`src/hdl/acm_pkg.sv`:
```
`timescale 1ns / 1ps

package acm_pkg;

  localparam int COORD_WIDTH = 32;
  localparam int FRAC_BITS   = 16;
  localparam int PROD_WIDTH  = 2 * COORD_WIDTH;
  localparam int EXT_WIDTH   = COORD_WIDTH + 1;
  localparam int SUM_WIDTH   = COORD_WIDTH + 2;
  localparam int OV_WIDTH    = COORD_WIDTH + 3;
  localparam int NUM_STAGES  = 8;
  localparam int CFG_IDX_W   = 2;

  typedef logic [NUM_STAGES-1:0] pipe_en_t;

  typedef enum logic [CFG_IDX_W-1:0] {
    CFG_LOCAL_MIN_X = 2'd0,
    CFG_LOCAL_MIN_Y = 2'd1,
    CFG_LOCAL_MAX_X = 2'd2,
    CFG_LOCAL_MAX_Y = 2'd3
  } cfg_idx_t;

  localparam logic signed [COORD_WIDTH-1:0] COORD_MAX = {1'b0, {(COORD_WIDTH-1){1'b1}}};
  localparam logic signed [COORD_WIDTH-1:0] COORD_MIN = {1'b1, {(COORD_WIDTH-1){1'b0}}};
  localparam logic signed [COORD_WIDTH-1:0] HALF_POS  = COORD_WIDTH'(1) <<< (FRAC_BITS - 1);
  localparam logic signed [COORD_WIDTH-1:0] HALF_NEG  = -HALF_POS;
  localparam logic [PROD_WIDTH-1:0] PROD_LIMIT = (PROD_WIDTH'(1) << (COORD_WIDTH - 1)) - 1'b1;

  localparam logic signed [1:0] NORM_ZERO = 2'sb00;
  localparam logic signed [1:0] NORM_POS  = 2'sb01;
  localparam logic signed [1:0] NORM_NEG  = 2'sb11;

  function automatic logic signed [COORD_WIDTH-1:0] fx_trunc_sat(
    input logic signed [PROD_WIDTH-1:0] p
  );
    logic                   neg;
    logic [PROD_WIDTH-1:0]  mg;
    logic [PROD_WIDTH-1:0]  q;
    logic [PROD_WIDTH-1:0]  lim;
    logic [COORD_WIDTH-1:0] qs;
    neg = p[PROD_WIDTH-1];
    mg  = neg ? unsigned'(-p) : unsigned'(p);
    q   = mg >> FRAC_BITS;
    lim = PROD_LIMIT + PROD_WIDTH'(neg);
    if (q > lim) begin
      q = lim;
    end
    qs = q[COORD_WIDTH-1:0];
    qs = neg ? (~qs + COORD_WIDTH'(1)) : qs;
    return signed'(qs);
  endfunction

  function automatic logic signed [COORD_WIDTH-1:0] sat_add(
    input logic signed [COORD_WIDTH-1:0] a,
    input logic signed [COORD_WIDTH-1:0] b
  );
    logic signed [EXT_WIDTH-1:0] s;
    s = EXT_WIDTH'(a) + EXT_WIDTH'(b);
    if (s[COORD_WIDTH] != s[COORD_WIDTH-1]) begin
      return s[COORD_WIDTH] ? COORD_MIN : COORD_MAX;
    end
    return signed'(s[COORD_WIDTH-1:0]);
  endfunction

endpackage

```
`src/hdl/acm_pipe_ctrl.sv`:
```
`timescale 1ns / 1ps

module acm_pipe_ctrl
  import acm_pkg::*;
(
  input  logic     clk,
  input  logic     rst_n,
  input  logic     in_valid,
  output logic     in_ready,
  output logic     out_valid,
  input  logic     out_ready,
  output pipe_en_t en
);

  logic [NUM_STAGES-1:0] v_r, v_nxt, rdy;

  always_comb begin
    rdy[NUM_STAGES-1] = !v_r[NUM_STAGES-1] || out_ready;
    for (int k = NUM_STAGES - 2; k >= 0; k--) begin
      rdy[k] = !v_r[k] || rdy[k+1];
    end
    v_nxt[0] = rdy[0] ? in_valid : v_r[0];
    for (int k = 1; k < NUM_STAGES; k++) begin
      v_nxt[k] = rdy[k] ? v_r[k-1] : v_r[k];
    end
  end

  always_ff @(posedge clk) begin
    if (!rst_n) begin
      v_r <= '0;
    end else begin
      v_r <= v_nxt;
    end
  end

  assign en        = rdy;
  assign in_ready  = rdy[0];
  assign out_valid = v_r[NUM_STAGES-1];

endmodule

```
`config.mk`:
```
export PLATFORM = sky130hd
export DESIGN_NAME = acm_pipe_ctrl
export DESIGN_NICKNAME = d
export VERILOG_FILES = /design/src/hdl/acm_pkg.sv /design/src/hdl/acm_pipe_ctrl.sv
export SDC_FILE = /design/constraint.sdc
export NUM_CORES = 1
export LEC_CHECK = 0
export ABC_CLOCK_PERIOD_IN_PS = 1900
export BUFFER_PORTS_ARGS = -buffer_cell sky130_fd_sc_hd__buf_2
export CORE_AREA = 2 2 39 41
export CTS_CLUSTER_DIAMETER = 200
export DETAILED_ROUTE_END_ITERATION = 8
export DIE_AREA = 0 0 41 43
export GPL_ROUTABILITY_DRIVEN = 0
export PLACE_DENSITY_LB_ADDON = 0.1
export SYNTH_ARGS = -nofsm -noshare
export SYNTH_HDL_FRONTEND = slang
export SYNTH_SLANG_ARGS = --single-unit
```
`constraint.sdc`:
```
create_clock -name clk -period 1.9 [get_ports clk]
set_input_delay 0.19 -clock clk [delete_from_list [all_inputs] [get_ports clk]]
set_output_delay 0.19 -clock clk [all_outputs]
set_load 0.05 [all_outputs]
```
==> metrics.cfg <==
[cells_and_area]
antennaDiodeCount = 0
multiInputGateArea_um2 = 148
area_growth_pct = 30.5
finish.instance_area_um2 = 439
top_regs = v_r (8)
largest_reg_flops = 8
fillers = 154
largest_register = v_r
fin_cells = 67
fin_nets = 57
seq_area_um2 = 161
drive_above_1_share_pct = 49.0

[synthesis]
yosys-top-cells-count = dfxtp_1 (8), o21a_1 (5), inv_1 (4), nand2_1 (4)
yosysMostFrequentCell = dfxtp_1
synth_ff_type = dfxtp_1
synth_warnings = 0
syn_area_um2 = 337
async_flop_share_pct = 0
synth_edf_count = 0
ys_types = 18
syn_area_per_cell_um2 = 9.10
synth_top_area_cell = dfxtp_1
yosysSeqAreaShare_pct = 47.6
synth_fp_nets = 41
netlist_instances = 37
synthTopCellsByArea = dfxtp_1 (48%), o21a_1 (11%), inv_1 (4.5%)
synth_top_area_share_pct = 47.6
synth-seq-cells = 8

[global_routing]
antenna_found_initial = 0
grt_pass1_vias = 265
grt_use_total_pct = 9.47
grt_max_degree = 11
grt_overflow = 0
grt_first_pass_wirelength_um = 1040

[drt]
wl_per_cell_um = 10.3
drtPass1Iterations = 2
vias = 292
met2_length_um = 336
vias_per_cell = 4.36
dr_wl_met3_um = 55
drc = 0
wl_met1_um = 270
ant_nets = 0
top_layer_used = met4
drt_wl_total_um = 689
drt-initial-drc-count = 1

[setup_path]
path_class = flip-flop to output pin
arrival_ns = 1.46
reg2reg_slack_ns = 0.82
crit_fanout = 4
cp.required_ns = 1.71
worstSetupStartpointType = flip-flop
end_kind = output pin

[die]
coreArea_um2 = 1380
ios = 14
initial_core_util_pct = 24.3
die_w_um = 41
die_area_um2 = 1760
die_h_um = 43
rows = 14

[cts]
cts_resized = 0
postCtsSetupBuffers = 0
cts.sinks = 8
clock-root-buffer = clkbuf_4
clock_latency_ns = 0.25
tritoncts = yes
cts_max_level = 1
cts_buffers = 3
hold_buffers = 0
clkTransAtPathRegs_ns = 0.05
cts_buffer_depth = 2

[timing]
tightest_slew_ns = 0.252
finalCritPeriodShare_pct = 86.8
min_period_ns = 1.65
rsz0062_at_grt = no
hold_viol = 0
clock.fmax_mhz = 607
slew_viol_final = 0
setup_tns_ns = 0
whs_ns = 0.153
slew_headroom_pct = 83.3
fin_ws_ns = 0.252
setup_viol = 0
skew_ns = 0.000306

[power_and_ir_drop]
powerDensity_nw_per_um2 = 717
power.leakage_nw = 0.162
ir_drop_v = 0.000272

[min_path]
hold_class = input pin to flip-flop

[placed_design]
place_area_um2 = 417
dp_hpwl_um = 543
pre_cts_slack_ns = 0.504
placed_cells = 64
io_buffers = 13

[flow_run]
cap_viol_max_count = 0

[run_status]
outcome = finished clean

## worst max-delay path, cell delays in order (launching register included)
cell and delay (ns):
dfxtp_1 0.38, and4b_4 0.27, inv_2 0.06, nor2_2 0.18, nand3_2 0.10, buf_2 0.22
## worst paths after layout
kind,from,endpoint,cells past startpoint
setup / recovery,v_r[6],en[0],5
hold / removal,in_valid,v_r[0],2
setup reg to reg,v_r[6],v_r[0],4
hold reg to reg,v_r[2],v_r[3],2
## cells by family (layout without fill, tap and decap cells)
| kind of cell | Yosys count | after routing | share of synthesized area [%] |
|---|---|---|---|
| AND/OR/NAND/NOR | 13 | 13 | 24.5 |
| AO/OA/AOI/OAI | 8 | 8 | 17.8 |
| buffers and inverters | 8 | 22 | 10.0 |
| flip-flops | 8 | 8 | 47.6 |
## metal layers
| metal | GRT usage, % | up-vias |
|---|---|---|
| li1 | - | 147 |
| met1 | 8.44 | 128 |
| met2 | 13.8 | 13 |
| met3 | 3.14 | 4 |
| met4 | 12.0 | 0 |
| met5 | 0 | - |
## final cells by class
| cell class | count | share of cell area, % |
|---|---|---|
| clock buffers | 3 | 5.13 |
| inverters | 6 | 5.13 |
| multi-input cells | 21 | 33.6 |
| flip-flops and latches | 8 | 36.8 |
| well taps | 16 | 4.56 |
| repair buffers | 13 | 14.8 |
## metrics by stage
stage	total power, mW	utilization (%)
after floorplan	0.184	-
after detailed placement	0.189	30.1
final	0.315	31.7
after global placement	0.188	30.1
after global routing	0.327	31.7
after CTS	0.322	31.7
## power breakdown
part,switching [mW],total (mW),internal (mW),leakage [nW]
logic,0.00509,0.0110,0.00593,0.0826
registers,0.00295,0.174,0.171,0.0655
clock network,0.0576,0.130,0.0723,0.0138
total,0.0656,0.315,0.249,0.162
## placed cells by master, fill, tap and decap left out, types with 2 or more instances in the layout
master	count
buf_2	13
clkbuf_4	3
dfxtp_1	7
inv_1	4
inv_2	2
nand2_1	4
o21a_1	5
No activity file was read; power rests on OpenSTA's default activity.
