<file path="src/hdl/acm_pkg.sv">
`timescale 1ns / 1ps

package acm_pkg;

  localparam int COORD_WIDTH = 32;
  localparam int FRAC_BITS   = 16;
  localparam int PROD_WIDTH  = 2 * COORD_WIDTH;
  localparam int EXT_WIDTH   = COORD_WIDTH + 1;
  localparam int SUM_WIDTH   = COORD_WIDTH + 2;
  localparam int OV_WIDTH    = COORD_WIDTH + 3;
  localparam int NUM_STAGES  = 8;
  localparam int CFG_IDX_W   = 2;

  typedef logic [NUM_STAGES-1:0] pipe_en_t;

  typedef enum logic [CFG_IDX_W-1:0] {
    CFG_LOCAL_MIN_X = 2'd0,
    CFG_LOCAL_MIN_Y = 2'd1,
    CFG_LOCAL_MAX_X = 2'd2,
    CFG_LOCAL_MAX_Y = 2'd3
  } cfg_idx_t;

  localparam logic signed [COORD_WIDTH-1:0] COORD_MAX = {1'b0, {(COORD_WIDTH-1){1'b1}}};
  localparam logic signed [COORD_WIDTH-1:0] COORD_MIN = {1'b1, {(COORD_WIDTH-1){1'b0}}};
  localparam logic signed [COORD_WIDTH-1:0] HALF_POS  = COORD_WIDTH'(1) <<< (FRAC_BITS - 1);
  localparam logic signed [COORD_WIDTH-1:0] HALF_NEG  = -HALF_POS;
  localparam logic [PROD_WIDTH-1:0] PROD_LIMIT = (PROD_WIDTH'(1) << (COORD_WIDTH - 1)) - 1'b1;

  localparam logic signed [1:0] NORM_ZERO = 2'sb00;
  localparam logic signed [1:0] NORM_POS  = 2'sb01;
  localparam logic signed [1:0] NORM_NEG  = 2'sb11;

  function automatic logic signed [COORD_WIDTH-1:0] fx_trunc_sat(
    input logic signed [PROD_WIDTH-1:0] p
  );
    logic                   neg;
    logic [PROD_WIDTH-1:0]  mg;
    logic [PROD_WIDTH-1:0]  q;
    logic [PROD_WIDTH-1:0]  lim;
    logic [COORD_WIDTH-1:0] qs;
    neg = p[PROD_WIDTH-1];
    mg  = neg ? unsigned'(-p) : unsigned'(p);
    q   = mg >> FRAC_BITS;
    lim = PROD_LIMIT + PROD_WIDTH'(neg);
    if (q > lim) begin
      q = lim;
    end
    qs = q[COORD_WIDTH-1:0];
    qs = neg ? (~qs + COORD_WIDTH'(1)) : qs;
    return signed'(qs);
  endfunction

  function automatic logic signed [COORD_WIDTH-1:0] sat_add(
    input logic signed [COORD_WIDTH-1:0] a,
    input logic signed [COORD_WIDTH-1:0] b
  );
    logic signed [EXT_WIDTH-1:0] s;
    s = EXT_WIDTH'(a) + EXT_WIDTH'(b);
    if (s[COORD_WIDTH] != s[COORD_WIDTH-1]) begin
      return s[COORD_WIDTH] ? COORD_MIN : COORD_MAX;
    end
    return signed'(s[COORD_WIDTH-1:0]);
  endfunction

endpackage

</file>
<file path="src/hdl/acm_manifold.sv">
`timescale 1ns / 1ps

module acm_manifold
  import acm_pkg::*;
(
  input  logic                          clk,
  input  pipe_en_t                      en,
  input  logic signed [COORD_WIDTH-1:0] a_min_x,
  input  logic signed [COORD_WIDTH-1:0] a_max_x,
  input  logic signed [COORD_WIDTH-1:0] a_min_y,
  input  logic signed [COORD_WIDTH-1:0] a_max_y,
  input  logic signed [COORD_WIDTH-1:0] b_min_x,
  input  logic signed [COORD_WIDTH-1:0] b_max_x,
  input  logic signed [COORD_WIDTH-1:0] b_min_y,
  input  logic signed [COORD_WIDTH-1:0] b_max_y,
  output logic                          hit,
  output logic signed [1:0]             normal_x,
  output logic signed [1:0]             normal_y,
  output logic signed [COORD_WIDTH-1:0] depth
);

  // stage 5: overlap test, extents, doubled center difference
  logic                          hit5_r;
  logic signed [EXT_WIDTH-1:0]   eax_r, ebx_r, eay_r, eby_r;
  logic signed [SUM_WIDTH-1:0]   nx_r, ny_r;

  // stage 6: doubled overlap per axis
  logic                          hit6_r, nx_neg_r, ny_neg_r;
  logic signed [OV_WIDTH-1:0]    ox_r, oy_r;
  logic signed [SUM_WIDTH-1:0]   anx, any;

  // stage 7: result
  logic                          hit_r;
  logic signed [1:0]             normal_x_r, normal_y_r;
  logic signed [COORD_WIDTH-1:0] depth_r;
  logic                          pick_x;
  logic signed [OV_WIDTH-1:0]    dsel, dhalf;
  logic signed [COORD_WIDTH-1:0] dsat;

  always_ff @(posedge clk) begin
    if (en[5]) begin
      hit5_r <= (a_min_x <= b_max_x) && (a_max_x >= b_min_x) &&
                (a_min_y <= b_max_y) && (a_max_y >= b_min_y);
      eax_r  <= EXT_WIDTH'(a_max_x) - EXT_WIDTH'(a_min_x);
      ebx_r  <= EXT_WIDTH'(b_max_x) - EXT_WIDTH'(b_min_x);
      eay_r  <= EXT_WIDTH'(a_max_y) - EXT_WIDTH'(a_min_y);
      eby_r  <= EXT_WIDTH'(b_max_y) - EXT_WIDTH'(b_min_y);
      nx_r   <= (SUM_WIDTH'(b_min_x) + SUM_WIDTH'(b_max_x)) -
                (SUM_WIDTH'(a_min_x) + SUM_WIDTH'(a_max_x));
      ny_r   <= (SUM_WIDTH'(b_min_y) + SUM_WIDTH'(b_max_y)) -
                (SUM_WIDTH'(a_min_y) + SUM_WIDTH'(a_max_y));
    end
  end

  assign anx = nx_r[SUM_WIDTH-1] ? -nx_r : nx_r;
  assign any = ny_r[SUM_WIDTH-1] ? -ny_r : ny_r;

  always_ff @(posedge clk) begin
    if (en[6]) begin
      hit6_r   <= hit5_r;
      nx_neg_r <= nx_r[SUM_WIDTH-1];
      ny_neg_r <= ny_r[SUM_WIDTH-1];
      ox_r     <= OV_WIDTH'(eax_r) + OV_WIDTH'(ebx_r) - OV_WIDTH'(anx);
      oy_r     <= OV_WIDTH'(eay_r) + OV_WIDTH'(eby_r) - OV_WIDTH'(any);
    end
  end

  always_comb begin
    pick_x = ox_r < oy_r;
    dsel   = pick_x ? ox_r : oy_r;
    dhalf  = dsel >>> 1;
    if (dhalf[OV_WIDTH-1:COORD_WIDTH-1] == '0 ||
        dhalf[OV_WIDTH-1:COORD_WIDTH-1] == '1) begin
      dsat = signed'(dhalf[COORD_WIDTH-1:0]);
    end else begin
      dsat = dhalf[OV_WIDTH-1] ? COORD_MIN : COORD_MAX;
    end
  end

  always_ff @(posedge clk) begin
    if (en[7]) begin
      hit_r <= hit6_r;
      if (!hit6_r) begin
        normal_x_r <= NORM_ZERO;
        normal_y_r <= NORM_ZERO;
        depth_r    <= '0;
      end else if (pick_x) begin
        normal_x_r <= nx_neg_r ? NORM_NEG : NORM_POS;
        normal_y_r <= NORM_ZERO;
        depth_r    <= dsat;
      end else begin
        normal_x_r <= NORM_ZERO;
        normal_y_r <= ny_neg_r ? NORM_NEG : NORM_POS;
        depth_r    <= dsat;
      end
    end
  end

  assign hit      = hit_r;
  assign normal_x = normal_x_r;
  assign normal_y = normal_y_r;
  assign depth    = depth_r;

endmodule

</file>
<file path="config.mk">
export PLATFORM = sky130hd
export DESIGN_NAME = acm_manifold
export DESIGN_NICKNAME = d
export VERILOG_FILES = /design/src/hdl/acm_pkg.sv /design/src/hdl/acm_manifold.sv
export SDC_FILE = /design/constraint.sdc
export NUM_CORES = 2
export LEC_CHECK = 0
export BUFFER_PORTS_ARGS = -buffer_cell sky130_fd_sc_hd__buf_2
export CAP_MARGIN = 5
export CORE_MARGIN = 1.5
export CORE_UTILIZATION = 56
export DETAILED_ROUTE_END_ITERATION = 16
export PLACE_DENSITY_LB_ADDON = 0.15
export SYNTH_ARGS = -nofsm -noshare
export SYNTH_HDL_FRONTEND = slang
export SYNTH_SLANG_ARGS = --single-unit
</file>
<file path="constraint.sdc">
create_clock -name clk -period 5.6 [get_ports clk]
set_clock_uncertainty 0.2 [all_clocks]
set_input_delay 0.56 -clock clk [delete_from_list [all_inputs] [get_ports clk]]
set_output_delay 0.56 -clock clk [all_outputs]
set_load 0.005 [all_outputs]
</file>
==> metrics.md <==
| Metric | Value |
|---|---|
| Sw power | 9823 uW |
| CTS Hold Bufs | 0 |
| Global-route wire length before repair | 130.9 mm |
| Slowest-stage cell, CP | sky130_fd_sc_hd__or4_4 |
| Largest family of logic cells by synthesized area | adder cells |
| Comb pwr share | 0.658 |
| Sequential fraction of the synthesis area | 0.2789 |
| Area growth from synthesis to layout | 11.60% |
| CP startpoint kind | flop |
| Top layer used by detailed routing | met4 |
| Number of nets in the synthesized netlist | 4335 |
| Worst-case clock buffer depth | 3 |
| Netlist area before placement | 0.03348 mm2 |
| Final cell count without fillers | 4512 |
| Post-route total power | 22160 uW |
| Number of DRC violations after detailed routing | 0 |
| Port bufs | 296 |
| Highest Clock Rate | 186.7 MHz |
| Int Power | 12340 uW |
| Share of layout cells above drive strength 1 | 0.1134 |
| Detail Route Antenna Nets | 0 |
| Pleak | 0.01714 uW |
| Outcome | complete, no violations |
| Maximum number of pins on one net before global-route repair | 130 |
| HP Class | primary input to flop |
| Num ports | 302 |
| Core Region | 0.05902 mm2 |
| Number of different library cells in the post-synthesis netlist | 81 |
| Metal3 WL | 3.517 mm |
| Post-Synth Simple-Gate Area | 0.1053 |
| Unrepaired setup endpoints after global routing | false |
| Sequential share of power | 0.229 |
| Horiz. Die Dim | 247.5 um |
| Fraction of the mapped netlist area in adder cells | 0.3046 |
| Height of the die | 247.5 um |
| Slew HR | 0.2890 |
| Master cell of the clock root buffer | sky130_fd_sc_hd__clkbuf_16 |
| Cell class contributing the biggest share of worst-path delay | simple AND/OR/NAND/NOR gates |
| Clock Latency Late Sink | 540 ps |
| Number of sinks driven by the clock tree | 311 |
| Routed wire length per instance | 18.51 um |
| Actual slew at the worst max-slew pin | 1053 ps |
| Vias in the first global route | 25680 |
| Mux cell area share after synthesis | 0.01203 |
| Post-CTS clock slew at the launch and capture registers of the worst setup and hold paths | 60 ps |
| Post-synth top flop | sky130_fd_sc_hd__edfxtp_1 |
| Total placed cells including tap cells | 4444 |
| Synth async-reset ratio | 0 |
| Number of iterations in the first detailed-routing pass | 5 |
| Std cell rows | 89 |
| Dominant cells by area after synthesis | sky130_fd_sc_hd__edfxtp_1 (28%), sky130_fd_sc_hd__ha_1 (18%), sky130_fd_sc_hd__fa_1 (12%) |
| Fin util | 0.6331 |
| Capturing element type of the critical path | flop |
| Post-Synthesis Cells | 3376 |
| Placement Setup Slack | 162.5 ps |
| Setup tns final | 0 ps |
| Pwr Density | 593.1 mW/mm2 |
| Met2 wire length | 39.03 mm |
| CTS tree | done |
| Wire length reported by the detailed router | 83.51 mm |
| Max Cap Violations | 0 |
| Grt ovf | 0 |
| Number of H-tree levels | 2 |
| Hpwl dp | 69.49 mm |
| Hold Path Stages | 2 |
| Number of nets at the end of the flow | 4669 |
| Compound-cell area share of the yosys netlist | 0.1721 |
| Biggest area consumer among synthesized cells | sky130_fd_sc_hd__edfxtp_1 |
| Worst path arrival time | 5430 ps |
| Buffers & Inverters on Critical Path | 0 |
| Fin crit period | 5355 ps |
| Xor/xnor share of the synthesized area | 0.07481 |
| Number of synthesis warnings | 0 |
| Depth of the worst register-to-register path | 17 |
| Post-synthesis register bit count | 311 |
| Number of hold-slack violations in the final timing report | 0 |
| Area enclosed by the die boundary | 0.06127 mm2 |
| Worst Path Required | 5670 ps |
| Number of antenna violations at the first check in global routing | 3 |
| Path length in cells of the critical path | 17 |
| Vias per inst | 5.737 |
| Switching power share of the total | 0.4432 |
| Cell with the most instances after synthesis | sky130_fd_sc_hd__ha_1 |
| Worst setup margin | 245.0 ps |
| EDFF count, synth | 311 |
| Share of Yosys cell area claimed by the top area cell type | 0.2789 |
| Final Slew Violations | 0 |
| Met1 WL | 37.75 mm |
| Setup-violating endpoint count in the final report | 0 |
| Slowest cell delay on critical path | 580 ps |
| Clock buffer count from CTS | 36 |
| Synthesized area per cell | 9.918 um2 |
| Initial detailed-routing violation count | 1515 |
| Routability Congestion | 0.9639 |
| Fraction of power consumed by the clock network | 0.113 |
| Maximum fanout count along the critical path | 6 |
| Aggregate global-route resource usage | 0.2719 |
| Routed via count | 25890 |
| Share of the clock period used by the worst path after layout | 0.9562 |
| Category of the most critical setup path | flop to flop |
| Peak ir drop on the vdd network | 0.3811 mV |
| Register-to-register path setup slack | 250 ps |
| Most instantiated cells after synthesis | sky130_fd_sc_hd__ha_1 (492), sky130_fd_sc_hd__inv_1 (434), sky130_fd_sc_hd__edfxtp_1 (311) |
| Starting Density | 0.5673 |
| Cells traversed along the worst timing path | or4_4, or4_1, nand2b_2, nand2b_1, o31ai_1, xor2_1, fa_1, ha_1, nand3_1, nor3_1, and2_1, o21ai_0, o21ba_2, o31ai_1, or4_1, a31oi_1, xnor2_1 |
## routing by layer
metal | vias up | global-route usage
met2 | 679 | 0.4602
met3 | 149 | 0.02325
met1 | 12280 | 0.3642
met5 | - | 0
li1 | 12780 | -
met4 | 0 | 0.1004
## logic make-up (layout without fill, tap and decap cells)
kind of cell               count (synthesis)  count (layout)
AOI/OAI and AO/OA                        889             889
xor gates and xnor gates                 286             286
adders and majority gates                694             694
buffers and inverters                    465             827
DFF                                      311             311
muxes                                     40              40
other                                      0               1
and+or+nand+nor                          691             691
## layout by cell type, fill, tap and decap left out, types with 24 or more instances in the layout
master,instances
sky130_fd_sc_hd__xnor2_1,163
sky130_fd_sc_hd__o21a_1,43
sky130_fd_sc_hd__clkbuf_16,37
sky130_fd_sc_hd__a21o_1,113
sky130_fd_sc_hd__edfxtp_1,311
sky130_fd_sc_hd__o31ai_1,30
sky130_fd_sc_hd__xor2_1,122
sky130_fd_sc_hd__a31oi_1,24
sky130_fd_sc_hd__a211oi_1,40
sky130_fd_sc_hd__o21bai_1,37
sky130_fd_sc_hd__nand2_1,132
sky130_fd_sc_hd__nor2_1,193
sky130_fd_sc_hd__nand3_1,62
sky130_fd_sc_hd__o211ai_1,26
sky130_fd_sc_hd__ha_1,491
sky130_fd_sc_hd__nor2b_1,36
sky130_fd_sc_hd__a21oi_1,247
sky130_fd_sc_hd__inv_1,434
sky130_fd_sc_hd__o21ai_0,137
sky130_fd_sc_hd__buf_4,27
sky130_fd_sc_hd__fa_1,202
sky130_fd_sc_hd__nand2b_1,49
sky130_fd_sc_hd__nor3_1,46
sky130_fd_sc_hd__mux2i_1,38
sky130_fd_sc_hd__buf_2,295
sky130_fd_sc_hd__nand4_1,42
sky130_fd_sc_hd__o21ai_1,52
## power groups by stage
| stage | Sequential [uW] | Combinational (uW) | Clock [uW] |
|---|---|---|---|
| floorplan | 4830 | 11000 | 0 |
| global placement | 5090 | 14300 | 0 |
| detailed placement | 5090 | 14400 | 0 |
| CTS | 5060 | 14600 | 2540 |
| global route | 5170 | 16400 | 2630 |
| finish | 5080 | 14600 | 2500 |
## area by class of cell
type / instances / area (um2)
diodes: 1 / 2.502
well taps: 773 / 967.2
repair buffers: 324 / 1713
clock buffers: 40 / 937.1
clock inverters: 26 / 312.8
multi-input cells: 2600 / 22450
fillers: 5032 / 21650
inverters: 437 / 1640
flip-flops and latches: 311 / 9339
## path summary, 6_finish.rpt
check,startpoint,endpoint
setup / recovery,ny_r[5],oy_r[34]
hold / removal,b_min_x[1],nx_r[0]
setup reg to reg,ny_r[5],oy_r[34]
hold reg to reg,hit5_r,hit6_r
## timing repair
item	CTS	global route
gates resized for setup	0	8
endpoints found under the setup margin	0	2
setup buffers	0	1
## per-stage QoR
step                      hold slack (ps)  area [um2]
after floorplan                     200.3       33480
after global placement              202.1       36070
after detailed placement            209.2       36070
after CTS                           187.1       37320
after global routing                212.1       37360
final                               191.4       37360
## sequential cells by signal, indices dropped and copies added (netlist names)
signal,flops
depth,32
eax_r,33
eay_r,33
ebx_r,33
eby_r,33
hit,1
hit5_r,1
hit6_r,1
normal_x,2
normal_y,2
nx_neg_r,1
nx_r,34
ny_neg_r,1
ny_r,34
ox_r,35
oy_r,35
(Power assumes the default switching activity.)
